<file path="config.mk">
export PLATFORM = sky130hd
export DESIGN_NAME = keyboard_line_input_discipline_core
export DESIGN_NICKNAME = d
export VERILOG_FILES = /design/src/hdl/kld_pkg.sv /design/src/hdl/kld_ram.sv /design/src/hdl/kld_fifo.sv /design/src/hdl/kld_line.sv /design/src/hdl/keyboard_line_input_discipline_core.sv
export SDC_FILE = /design/constraint.sdc
export NUM_CORES = 2
export LEC_CHECK = 0
export ABC_AREA = 0
export BUFFER_PORTS_ARGS = -buffer_cell sky130_fd_sc_hd__buf_2
export CAP_MARGIN = 20
export CORE_MARGIN = 2
export CORE_UTILIZATION = 62
export CTS_CLUSTER_DIAMETER = 50
export DETAILED_ROUTE_END_ITERATION = 12
export GPL_TIMING_DRIVEN = 1
export HOLD_SLACK_MARGIN = 0.03
export PLACE_DENSITY = 0.82
export SLEW_MARGIN = 20
export SYNTH_ARGS = -nofsm -noshare
export SYNTH_HDL_FRONTEND = slang
export SYNTH_SLANG_ARGS = --single-unit
</file>
<file path="constraint.sdc">
create_clock -name i_clk -period 3.85 [get_ports i_clk]
set_input_delay 0.385 -clock i_clk [delete_from_list [all_inputs] [get_ports i_clk]]
set_output_delay 0.385 -clock i_clk [all_outputs]
set_load 0.01 [all_outputs]
</file>
<file path="src/hdl/kld_pkg.sv">
// Shared types, constants and helpers for the keyboard line discipline core.
package kld_pkg;

    localparam int FIFO_DEPTH = 256;
    localparam int ADDR_W     = $clog2(FIFO_DEPTH);
    localparam int LVL_W      = $clog2(FIFO_DEPTH + 1);
    localparam int KEY_W      = 32;
    localparam int CHAR_W     = 8;
    localparam int CNT_W      = 16;
    localparam int CMD_W      = 2;
    localparam int CFG_IDX_W  = 1;

    typedef enum logic [CMD_W-1:0] {
        CMD_KEY  = 2'd0,
        CMD_READ = 2'd1,
        CMD_TICK = 2'd2,
        CMD_NONE = 2'd3
    } t_cmd;

    localparam logic [CFG_IDX_W-1:0] REG_PLAIN_MASK = 1'd0;
    localparam logic [CFG_IDX_W-1:0] REG_EXT_MASK   = 1'd1;

    localparam logic [KEY_W-1:0] PLAIN_MASK_RST = 32'h0000_06FF;
    localparam logic [KEY_W-1:0] EXT_MASK_RST   = 32'h0000_0100;

    localparam logic [CHAR_W-1:0] CH_SPACE     = 8'h20;
    localparam logic [CHAR_W-1:0] CH_TILDE     = 8'h7E;
    localparam logic [CHAR_W-1:0] CH_BACKSPACE = 8'h08;
    localparam logic [CHAR_W-1:0] CH_NEWLINE   = 8'h0A;
    localparam logic [KEY_W-1:0]  BYTE_MASK    = 32'h0000_00FF;

    typedef struct packed {
        logic             stored;
        logic             pop;
        logic [LVL_W-1:0] level;
    } t_fifo_res;

    typedef struct packed {
        logic             valid;
        t_cmd             cmd;
        logic             stored;
        logic             pop;
        logic [CNT_W-1:0] req_count;
        logic [LVL_W-1:0] level;
    } t_s1;

    typedef struct packed {
        logic              key_stored;
        logic              echo_valid;
        logic [CHAR_W-1:0] echo_char;
        logic              newline_echo;
        logic              store_valid;
        logic [CNT_W-1:0]  store_offset;
        logic [CHAR_W-1:0] store_char;
        logic              line_done;
        logic [CNT_W-1:0]  done_count;
        logic [LVL_W-1:0]  fifo_level;
    } t_result;

    function automatic logic [ADDR_W-1:0] next_addr(input logic [ADDR_W-1:0] a);
        logic [ADDR_W-1:0] r;
        if (a == ADDR_W'(FIFO_DEPTH - 1)) begin
            r = '0;
        end else begin
            r = a + 1'b1;
        end
        return r;
    endfunction

endpackage

</file>
<file path="src/hdl/kld_ram.sv">
// Generic single-write, single-read RAM with registered read data.
module kld_ram #(
    parameter int WIDTH = 8,
    parameter int DEPTH = 256
) (
    input  logic                     i_clk,
    input  logic                     i_we,
    input  logic [$clog2(DEPTH)-1:0] i_waddr,
    input  logic [WIDTH-1:0]         i_wdata,
    input  logic                     i_re,
    input  logic [$clog2(DEPTH)-1:0] i_raddr,
    output logic [WIDTH-1:0]         o_rdata
);

    logic [WIDTH-1:0] r_mem [DEPTH];
    logic [WIDTH-1:0] r_rdata;

    always_ff @(posedge i_clk) begin
        if (i_we) begin
            r_mem[i_waddr] <= i_wdata;
        end
        if (i_re) begin
            r_rdata <= r_mem[i_raddr];
        end
    end

    assign o_rdata = r_rdata;

endmodule

</file>
<file path="src/hdl/kld_fifo.sv">
// Key filter and ring FIFO pointer control around the key byte memory.
module kld_fifo (
    input  logic                       i_clk,
    input  logic                       i_rst_n,
    input  logic                       i_accept,
    input  kld_pkg::t_cmd              i_cmd,
    input  logic [kld_pkg::KEY_W-1:0]  i_key,
    input  logic [kld_pkg::KEY_W-1:0]  i_plain_mask,
    input  logic [kld_pkg::KEY_W-1:0]  i_ext_mask,
    output kld_pkg::t_fifo_res         o_res,
    output logic [kld_pkg::CHAR_W-1:0] o_rd_data
);
    import kld_pkg::*;

    logic [ADDR_W-1:0] r_head, n_head;
    logic [ADDR_W-1:0] r_tail, n_tail;
    logic [LVL_W-1:0]  r_count, n_count;
    logic              plain;
    logic              push;
    logic              pop;

    assign plain = ((i_key & i_ext_mask) == '0) && ((i_key & ~i_plain_mask) == '0);
    assign push  = i_accept && (i_cmd == CMD_KEY) && plain
                   && (r_count != LVL_W'(FIFO_DEPTH));
    assign pop   = i_accept && (i_cmd == CMD_TICK) && (r_count != '0);

    always_comb begin
        n_head  = r_head;
        n_tail  = r_tail;
        n_count = r_count;
        if (push) begin
            n_head  = next_addr(r_head);
            n_count = r_count + 1'b1;
        end else if (pop) begin
            n_tail  = next_addr(r_tail);
            n_count = r_count - 1'b1;
        end
    end

    always_ff @(posedge i_clk) begin
        if (!i_rst_n) begin
            r_head  <= '0;
            r_tail  <= '0;
            r_count <= '0;
        end else begin
            r_head  <= n_head;
            r_tail  <= n_tail;
            r_count <= n_count;
        end
    end

    kld_ram #(
        .WIDTH (CHAR_W),
        .DEPTH (FIFO_DEPTH)
    ) u_ram (
        .i_clk   (i_clk),
        .i_we    (push),
        .i_waddr (r_head),
        .i_wdata (CHAR_W'(i_key & BYTE_MASK)),
        .i_re    (pop),
        .i_raddr (r_tail),
        .o_rdata (o_rd_data)
    );

    assign o_res.stored = push;
    assign o_res.pop    = pop;
    assign o_res.level  = n_count;

    a_count_bound: assert property (@(posedge i_clk) disable iff (!i_rst_n)
        r_count <= LVL_W'(FIFO_DEPTH))
        else $error("fifo count above depth");

    a_empty_ptrs: assert property (@(posedge i_clk) disable iff (!i_rst_n)
        (r_count == '0) |-> (r_head == r_tail))
        else $error("empty fifo with unequal pointers");

    a_no_push_pop: assert property (@(posedge i_clk) disable iff (!i_rst_n)
        !(push && pop))
        else $error("push and pop in one cycle");

endmodule

</file>
<file path="src/hdl/kld_line.sv">
// Line read state: echo, store, backspace and completion of an armed read.
module kld_line (
    input  logic                       i_clk,
    input  logic                       i_rst_n,
    input  logic                       i_adv,
    input  kld_pkg::t_s1               i_s1,
    input  logic [kld_pkg::CHAR_W-1:0] i_ch,
    output kld_pkg::t_result           o_res
);
    import kld_pkg::*;

    logic [CNT_W-1:0] r_rem, n_rem;
    logic [CNT_W-1:0] r_xfer, n_xfer;
    t_result          res;

    always_comb begin
        res            = '0;
        n_rem          = r_rem;
        n_xfer         = r_xfer;
        res.key_stored = i_s1.stored;
        res.fifo_level = i_s1.level;
        if (i_s1.cmd == CMD_READ) begin
            n_rem  = i_s1.req_count;
            n_xfer = '0;
        end else if ((i_s1.cmd == CMD_TICK) && i_s1.pop && (r_rem != '0)) begin
            if ((i_ch >= CH_SPACE) && (i_ch <= CH_TILDE)) begin
                res.echo_valid   = 1'b1;
                res.echo_char    = i_ch;
                res.store_valid  = 1'b1;
                res.store_offset = r_xfer;
                res.store_char   = i_ch;
                n_xfer           = r_xfer + 1'b1;
                n_rem            = r_rem - 1'b1;
            end else if ((i_ch == CH_BACKSPACE) && (r_xfer != '0)) begin
                res.echo_valid = 1'b1;
                res.echo_char  = i_ch;
                n_xfer         = r_xfer - 1'b1;
                n_rem          = r_rem + 1'b1;
            end
            if ((i_ch == CH_NEWLINE) || (n_rem == '0)) begin
                res.newline_echo = 1'b1;
                res.line_done    = 1'b1;
                res.done_count   = n_xfer;
                n_rem            = '0;
            end
        end
    end

    always_ff @(posedge i_clk) begin
        if (!i_rst_n) begin
            r_rem  <= '0;
            r_xfer <= '0;
        end else if (i_adv) begin
            r_rem  <= n_rem;
            r_xfer <= n_xfer;
        end
    end

    assign o_res = res;

    a_store_echo: assert property (@(posedge i_clk) disable iff (!i_rst_n)
        res.store_valid |-> (res.echo_valid && (res.echo_char == res.store_char)))
        else $error("stored character not echoed");

    a_done_idle: assert property (@(posedge i_clk) disable iff (!i_rst_n)
        (i_adv && res.line_done) |=> (r_rem == '0))
        else $error("read still armed after line done");

endmodule

</file>
<file path="src/hdl/keyboard_line_input_discipline_core.sv">
// Top level of the keyboard line discipline core.
//
//  channel | valid   | stall   | payload
//  --------+---------+---------+--------------------------------------------------
//  request | i_valid | o_stall | i_command, i_key_code, i_request_count
//  result  | o_valid | i_stall | o_key_stored .. o_fifo_level (one per request)
//  config  | i_cfg_we| -       | i_cfg_idx, i_cfg_wdata
//
// One request per cycle unless a result stalls; each passes r_s1, then r_out registers.
// The registered FIFO memory read puts the line update one stage after acceptance.
// Reset is synchronous, active low; it clears pointers and counters and reloads the masks.
// A stalled result holds; one more request waits in the line stage, then the input stalls.
module keyboard_line_input_discipline_core (
    input  logic                          i_clk,
    input  logic                          i_rst_n,
    input  logic                          i_valid,
    output logic                          o_stall,
    input  logic [kld_pkg::CMD_W-1:0]     i_command,
    input  logic [kld_pkg::KEY_W-1:0]     i_key_code,
    input  logic [kld_pkg::CNT_W-1:0]     i_request_count,
    output logic                          o_valid,
    input  logic                          i_stall,
    output logic                          o_key_stored,
    output logic                          o_echo_valid,
    output logic [kld_pkg::CHAR_W-1:0]    o_echo_char,
    output logic                          o_newline_echo,
    output logic                          o_store_valid,
    output logic [kld_pkg::CNT_W-1:0]     o_store_offset,
    output logic [kld_pkg::CHAR_W-1:0]    o_store_char,
    output logic                          o_line_done,
    output logic [kld_pkg::CNT_W-1:0]     o_done_count,
    output logic [kld_pkg::LVL_W-1:0]     o_fifo_level,
    input  logic                          i_cfg_we,
    input  logic [kld_pkg::CFG_IDX_W-1:0] i_cfg_idx,
    input  logic [kld_pkg::KEY_W-1:0]     i_cfg_wdata
);
    import kld_pkg::*;

    logic [KEY_W-1:0] r_plain_mask;
    logic [KEY_W-1:0] r_ext_mask;
    t_cmd             cmd;
    logic             accept;
    logic             out_load;
    t_fifo_res        fifo_res;
    logic [CHAR_W-1:0] rd_data;
    t_s1              r_s1, n_s1;
    t_result          line_res;
    t_result          r_out;
    logic             r_out_valid;

    always_ff @(posedge i_clk) begin
        if (!i_rst_n) begin
            r_plain_mask <= PLAIN_MASK_RST;
            r_ext_mask   <= EXT_MASK_RST;
        end else if (i_cfg_we) begin
            unique case (i_cfg_idx)
                REG_PLAIN_MASK: r_plain_mask <= i_cfg_wdata;
                REG_EXT_MASK:   r_ext_mask   <= i_cfg_wdata;
                default:        r_plain_mask <= r_plain_mask;
            endcase
        end
    end

    assign cmd      = t_cmd'(i_command);
    assign out_load = r_s1.valid && (!r_out_valid || !i_stall);
    assign o_stall  = r_s1.valid && !out_load;
    assign accept   = i_valid && !o_stall;

    kld_fifo u_fifo (
        .i_clk        (i_clk),
        .i_rst_n      (i_rst_n),
        .i_accept     (accept),
        .i_cmd        (cmd),
        .i_key        (i_key_code),
        .i_plain_mask (r_plain_mask),
        .i_ext_mask   (r_ext_mask),
        .o_res        (fifo_res),
        .o_rd_data    (rd_data)
    );

    always_comb begin
        n_s1 = r_s1;
        if (accept) begin
            n_s1.valid     = 1'b1;
            n_s1.cmd       = cmd;
            n_s1.stored    = fifo_res.stored;
            n_s1.pop       = fifo_res.pop;
            n_s1.req_count = i_request_count;
            n_s1.level     = fifo_res.level;
        end else if (out_load) begin
            n_s1.valid = 1'b0;
        end
    end

    always_ff @(posedge i_clk) begin
        if (!i_rst_n) begin
            r_s1 <= '0;
        end else begin
            r_s1 <= n_s1;
        end
    end

    kld_line u_line (
        .i_clk   (i_clk),
        .i_rst_n (i_rst_n),
        .i_adv   (out_load),
        .i_s1    (r_s1),
        .i_ch    (rd_data),
        .o_res   (line_res)
    );

    always_ff @(posedge i_clk) begin
        if (!i_rst_n) begin
            r_out_valid <= 1'b0;
        end else if (out_load) begin
            r_out_valid <= 1'b1;
        end else if (!i_stall) begin
            r_out_valid <= 1'b0;
        end
    end

    always_ff @(posedge i_clk) begin
        if (out_load) begin
            r_out <= line_res;
        end
    end

    assign o_valid        = r_out_valid;
    assign o_key_stored   = r_out.key_stored;
    assign o_echo_valid   = r_out.echo_valid;
    assign o_echo_char    = r_out.echo_char;
    assign o_newline_echo = r_out.newline_echo;
    assign o_store_valid  = r_out.store_valid;
    assign o_store_offset = r_out.store_offset;
    assign o_store_char   = r_out.store_char;
    assign o_line_done    = r_out.line_done;
    assign o_done_count   = r_out.done_count;
    assign o_fifo_level   = r_out.fifo_level;

    a_load_needs_s1: assert property (@(posedge i_clk) disable iff (!i_rst_n)
        out_load |=> r_out_valid)
        else $error("result load lost");

    a_key_alone: assert property (@(posedge i_clk) disable iff (!i_rst_n)
        (r_out_valid && o_key_stored) |-> (!o_echo_valid && !o_store_valid && !o_line_done))
        else $error("stored key with line activity");

    a_done_newline: assert property (@(posedge i_clk) disable iff (!i_rst_n)
        (r_out_valid && o_line_done) |-> o_newline_echo)
        else $error("line done without newline echo");

endmodule
</file>
**Word level (Yosys, flattened, before mapping)**

Memories as Yosys holds them, arrays and structs flattened. A register that Yosys moved wholly into a read port is not among the register bits.
Cells that the tools add are included.

- $add $sub $neg: 8
- Mux-type cells: 26
- Equal/unequal tests: 9
- Bitwise logic cells: 8
- Order comparisons: 2
- Reduce and logical (&&, ||, !) cells: 35

Operators with widths:

| kind | number |
|---|---|
| $mux W16 | 11 |
| $and A32 B32 Y32 | 2 |
| $logic_not A32 Y1 | 2 |
| $mux W9 | 4 |
| $add A16 B1 Y16 const B | 2 |
| $not A32 Y32 | 1 |
| $reduce_bool A16 Y1 | 2 |
| $sub A16 B1 Y16 const B | 2 |
| $mux W25 | 1 |
| $mux W17 | 1 |
| $add A8 B1 Y8 const B | 2 |
| $eq A8 B4 Y1 const B | 2 |
| $eq A8 B8 Y1 const B | 2 |
| $logic_not A16 Y1 | 1 |
| $mux W8 | 2 |
| $logic_and A1 B1 Y1 | 13 |
| $add A9 B1 Y9 const B | 1 |
| $ne A9 B9 Y1 const B | 1 |
| $reduce_bool A9 Y1 | 1 |
| $sub A9 B1 Y9 const B | 1 |
| $ge A8 B6 Y1 const B | 1 |
| $le A8 B7 Y1 const B | 1 |
| $reduce_and A2 Y1 | 4 |
| $mux W1 | 7 |
| other kinds (10) | 21 |

- Logic and storage cells: 113
- RAM bits: 2048
- Bits in registers: 214
- Output and inout bits: 64
- Input bits: 88
- Memories: 1

Memories:

| memory | words | bits a word | rd ports | clocked after memory_dff | write ports | line | text |
|---|---|---|---|---|---|---|---|
| u_fifo.u_ram.r_mem | 256 | 8 | 1 | 1 | 1 | kld_ram.sv:15 | `logic [WIDTH-1:0] r_mem [DEPTH];` |

**Depth between registers and ports, before layout**

- Word-level depth: 12
- Depth in mapped cells: 13
- Depth with buffers taken out: 11

**Cells and area by module**

A second synthesis with hierarchy kept.

- Cell total of the unflattened synthesis: 4937
- Area total of the unflattened synthesis: 90450.5 sq um

Modules (own cells, without submodules):

| module | sequential area each (sq um) | area an instance (sq um) | times used | cells an instance |
|---|---|---|---|---|
| kld_ram | 61739.2 | 79636.4 | 1 | 3733 |
| keyboard_line_input_discipline_core | 3763.6 | 5489.0 | 1 | 478 |
| kld_line | 640.6 | 3255.6 | 1 | 460 |
| kld_fifo | 500.5 | 2069.5 | 1 | 266 |

**Least setup slack after synthesis**

Ideal clock, no wire load.

- Path type: reg-to-reg
- Start: register u_fifo.r_tail[1]
- End: register u_fifo.u_ram.r_rdata[0], in the netlist u_fifo.u_ram.o_rdata[0] (read register of u_fifo.u_ram.r_mem), data pin
- Stages on the path, launching flop included: 8
- Path slack: 657 ps
- Arrival time: 2921 ps
- Path buffers: 3
- Required time: 3578 ps
- Clock period less this slack: 3193 ps
- Library setup time: 272 ps
- Cells stage by stage: dfxtp_1 -> clkbuf_1 -> clkbuf_1 -> buf_1 -> mux4_2 -> mux4_2 -> mux4_2 -> mux4_2

RTL lines:

| what | line | text |
|---|---|---|
| start, declared | kld_fifo.sv:16 | `logic [ADDR_W-1:0] r_tail, n_tail;` |
| start signal, assigned | kld_fifo.sv:47 | `r_tail <= n_tail;` |
| end, declared | kld_ram.sv:16 | `logic [WIDTH-1:0] r_rdata;` |

==> flow_summary.ini <==
[run_status]
run_status = finished clean

[cells_and_area]
fill_cells = 7543
final_cell_mix = edfxtp_1 (2117), mux4_2 (680), nand2_1 (237), nor2_1 (233), clkbuf_16 (216)
drive_gt1_share_pct = 31.2
layout_commonest_cell = edfxtp_1
final_nets = 4871
final_core_util_pct = 71.5
multi_input_area_um2 = 21400
area_delta_synth_final_pct = 14.3
fin_area_um2 = 102000
seqCellArea_um2 = 66600

[sta]
hold_viol_final = 0
slew_violations = 0
rsz0062_at_grt = false
finalSetupViolCount = 0
tightest_slew_ns = 1.32
fin_crit_ns = 3.78
hold_ws_ns = 0.0223
post-route-period-util_pct = 98.2
final.setup.worst_slack_ns = 0.0674
clock.fmax_mhz = 264
finClkSkew_ns = 0.0622
slew_headroom_pct = 11.7

[placed_design]
pre_cts_ws_ns = -0.00961
placed_area_um2 = 93400
port_buffers = 151
gp_congestion = 0.928
dp_hpwl_mm = 137

[min_path]
hold_depth = 4
hp-class = in2reg
min_from = i_cfg_idx

[synth]
yosysWarnings = 0
synth_enable_flop_cells = 2117
ys_async_sr_fraction_pct = 0
ys_seq_area_share_pct = 75.0
ys.flop_type = edfxtp_1
synth_cell_types = 67
synthCells = 4383
ys_seq_elements = 2269
syn_area_um2 = 88800
synth_area_per_cell_um2 = 20.3

[global_routing]
track_usage_pct = 33.9
grt_pass1_wl_mm = 351
grt_start_max_net_pins = 192
overflow = 0
first_global_vias = 48800
antenna_found_initial = 8

[clocking]
clkTransAtPathRegs_ns = 0.07
cts_buffers = 215
clockBufferDepth = 3
cts_tree = built
cts_max_level = 4
clk_latency_ns = 0.86
cts-root-buf = clkbuf_16
clock_sinks = 2269

[floorplan]
ioPinCount = 152
core_um2 = 142000
die_area_um2 = 146000
die_y_um = 383
start_util_pct = 62.6
rows = 138
die_w_um = 383

[worst_setup_path]
path_class = reg2reg
crit_fanout = 36
startpoint_type = register
r2r-start = u_fifo.r_tail[0]
cp-end-kind = register
critPathLaunch = u_fifo.r_tail[0]
worstPathRequired_ns = 4.44
worst_r2r_path_depth = 6
critPathArrivalTime_ns = 4.37

[detailed_routing]
vias = 48600
drt_first_pass_iters = 7
drt_iter0_drc = 7483
wl_met1_mm = 81.4
vias_per_cell = 7.10
drt-total-wl_mm = 244
wl_met3_mm = 29.2
drcViolationCount = 0
post_drt_wl_per_cell_um = 35.7
antenna_left = 0
dr_wl_met2_mm = 120
top_layer = met5

[power]
powerDensity_nw_per_um2 = 496
total_power_mw = 50.3
p_leak_nw = 31.2
ir_drop_v = 0.000415

[flow_run]
cap_viol_max_count = 0
[layout make-up]
type | instances | share of cell area, %
tap | 1890 | 2.33
clock inverter | 139 | 1.50
sequential | 2269 | 65.6
antenna | 5 | 0.0123
inverter | 46 | 0.173
timing repair buffer | 433 | 3.76
clock buffer | 258 | 5.53
multi-input combinational | 1807 | 21.1
[logic make-up after synthesis]
group / synth area share [%]
AOI/OAI and AO/OA: 1.66
DFF: 75.0
buffers and inverters: 1.41
muxes: 17.3
other: 0.00422
xor gates and xnor gates: 0.385
and+or+nand+nor: 4.09
adders and majority gates: 0.155
[synth_stat cells (3+ instances only)]
master,instances,area (um^2)
edfxtp_1,2117,63600
inv_1,44,165
xnor2_1,19,166
a31oi_1,9,56.3
a22oi_1,6,45.0
and2_1,50,313
a41oi_1,3,26.3
nor4_1,7,43.8
dfxtp_1,152,3040
mux4_2,680,15300
and4_1,4,35.0
mux2i_1,5,50.1
a32oi_1,6,52.6
or3_1,10,62.6
nor4b_1,4,35.0
buf_1,31,116
o211ai_1,10,75.1
clkbuf_1,164,616
nor2b_1,10,62.6
buf_2,65,325
and3_1,12,75.1
or4b_1,3,30.0
nor3_1,35,175
xor2_1,20,175
a21oi_1,111,556
a211oi_1,5,37.5
nand2_1,254,953
nand3_1,32,160
o21a_1,6,45.0
ha_1,11,138
nand4_1,23,144
a221oi_1,9,78.8
a22o_1,3,26.3
nand2b_1,8,50.1
nor2_1,354,1330
or4_1,5,37.5
o21ai_1,4,20.0
o22ai_1,5,31.3
o21ai_0,48,240
a21boi_0,4,30.0
[power breakdown]
group	internal (mW)	total [mW]	switching, mW
clock network	12.1	21.6	9.51
logic	0.594	1.61	1.02
registers	27.0	27.1	0.0650
[sequential cells by signal, indices dropped and copies added, names as in the netlist, 16 cells and up]
signal / count
r_plain_mask: 32
u_fifo.u_ram.r_mem: 2048
o_store_offset: 16
u_line.r_rem: 16
o_done_count: 16
u_line.r_xfer: 16
r_s1: 30
r_ext_mask: 32
[repair_timing]
| item | in CTS | in global routing |
|---|---|---|
| setup buffers | 0 | 0 |
| hold buffers | 57 | 0 |
| endpoints found under the hold margin | 98 | 0 |
| setup endpoints to repair | 130 | 1305 |
| resized for setup | 16 | 118 |
| pin swaps | 0 | 1 |
[layer usage]
layer  track usage [%]  vias to the layer above
met1              44.1                    24900
met4              16.0                       10
met5                 0                        -
met2              54.7                     4244
met3              8.13                      783
li1                  -                    18700
[worst paths after layout]
kind | end | slack, ns
max | u_fifo.u_ram.o_rdata[5] | 0.07
min | r_plain_mask[12] | 0.02
max reg2reg | u_fifo.u_ram.o_rdata[5] | 0.07
min reg2reg | o_fifo_level[6] | 0.45
[through the flow]
stage	TNS, ns	instances
floorplan	0	4384
global placement	-1.54	6388
detailed placement	-0.0826	6388
CTS	-0.975	6842
global route	0	6842
finish	0	6847
[worst max-delay path, stage by stage (launching register included)]
cell     delay, ns
dfxtp_4       0.51
buf_12        0.34
buf_12        0.27
mux4_2        0.57
mux4_2        0.54
mux4_2        0.65
mux4_2        0.57
Note: power is estimated with default switching activity, not from simulation.
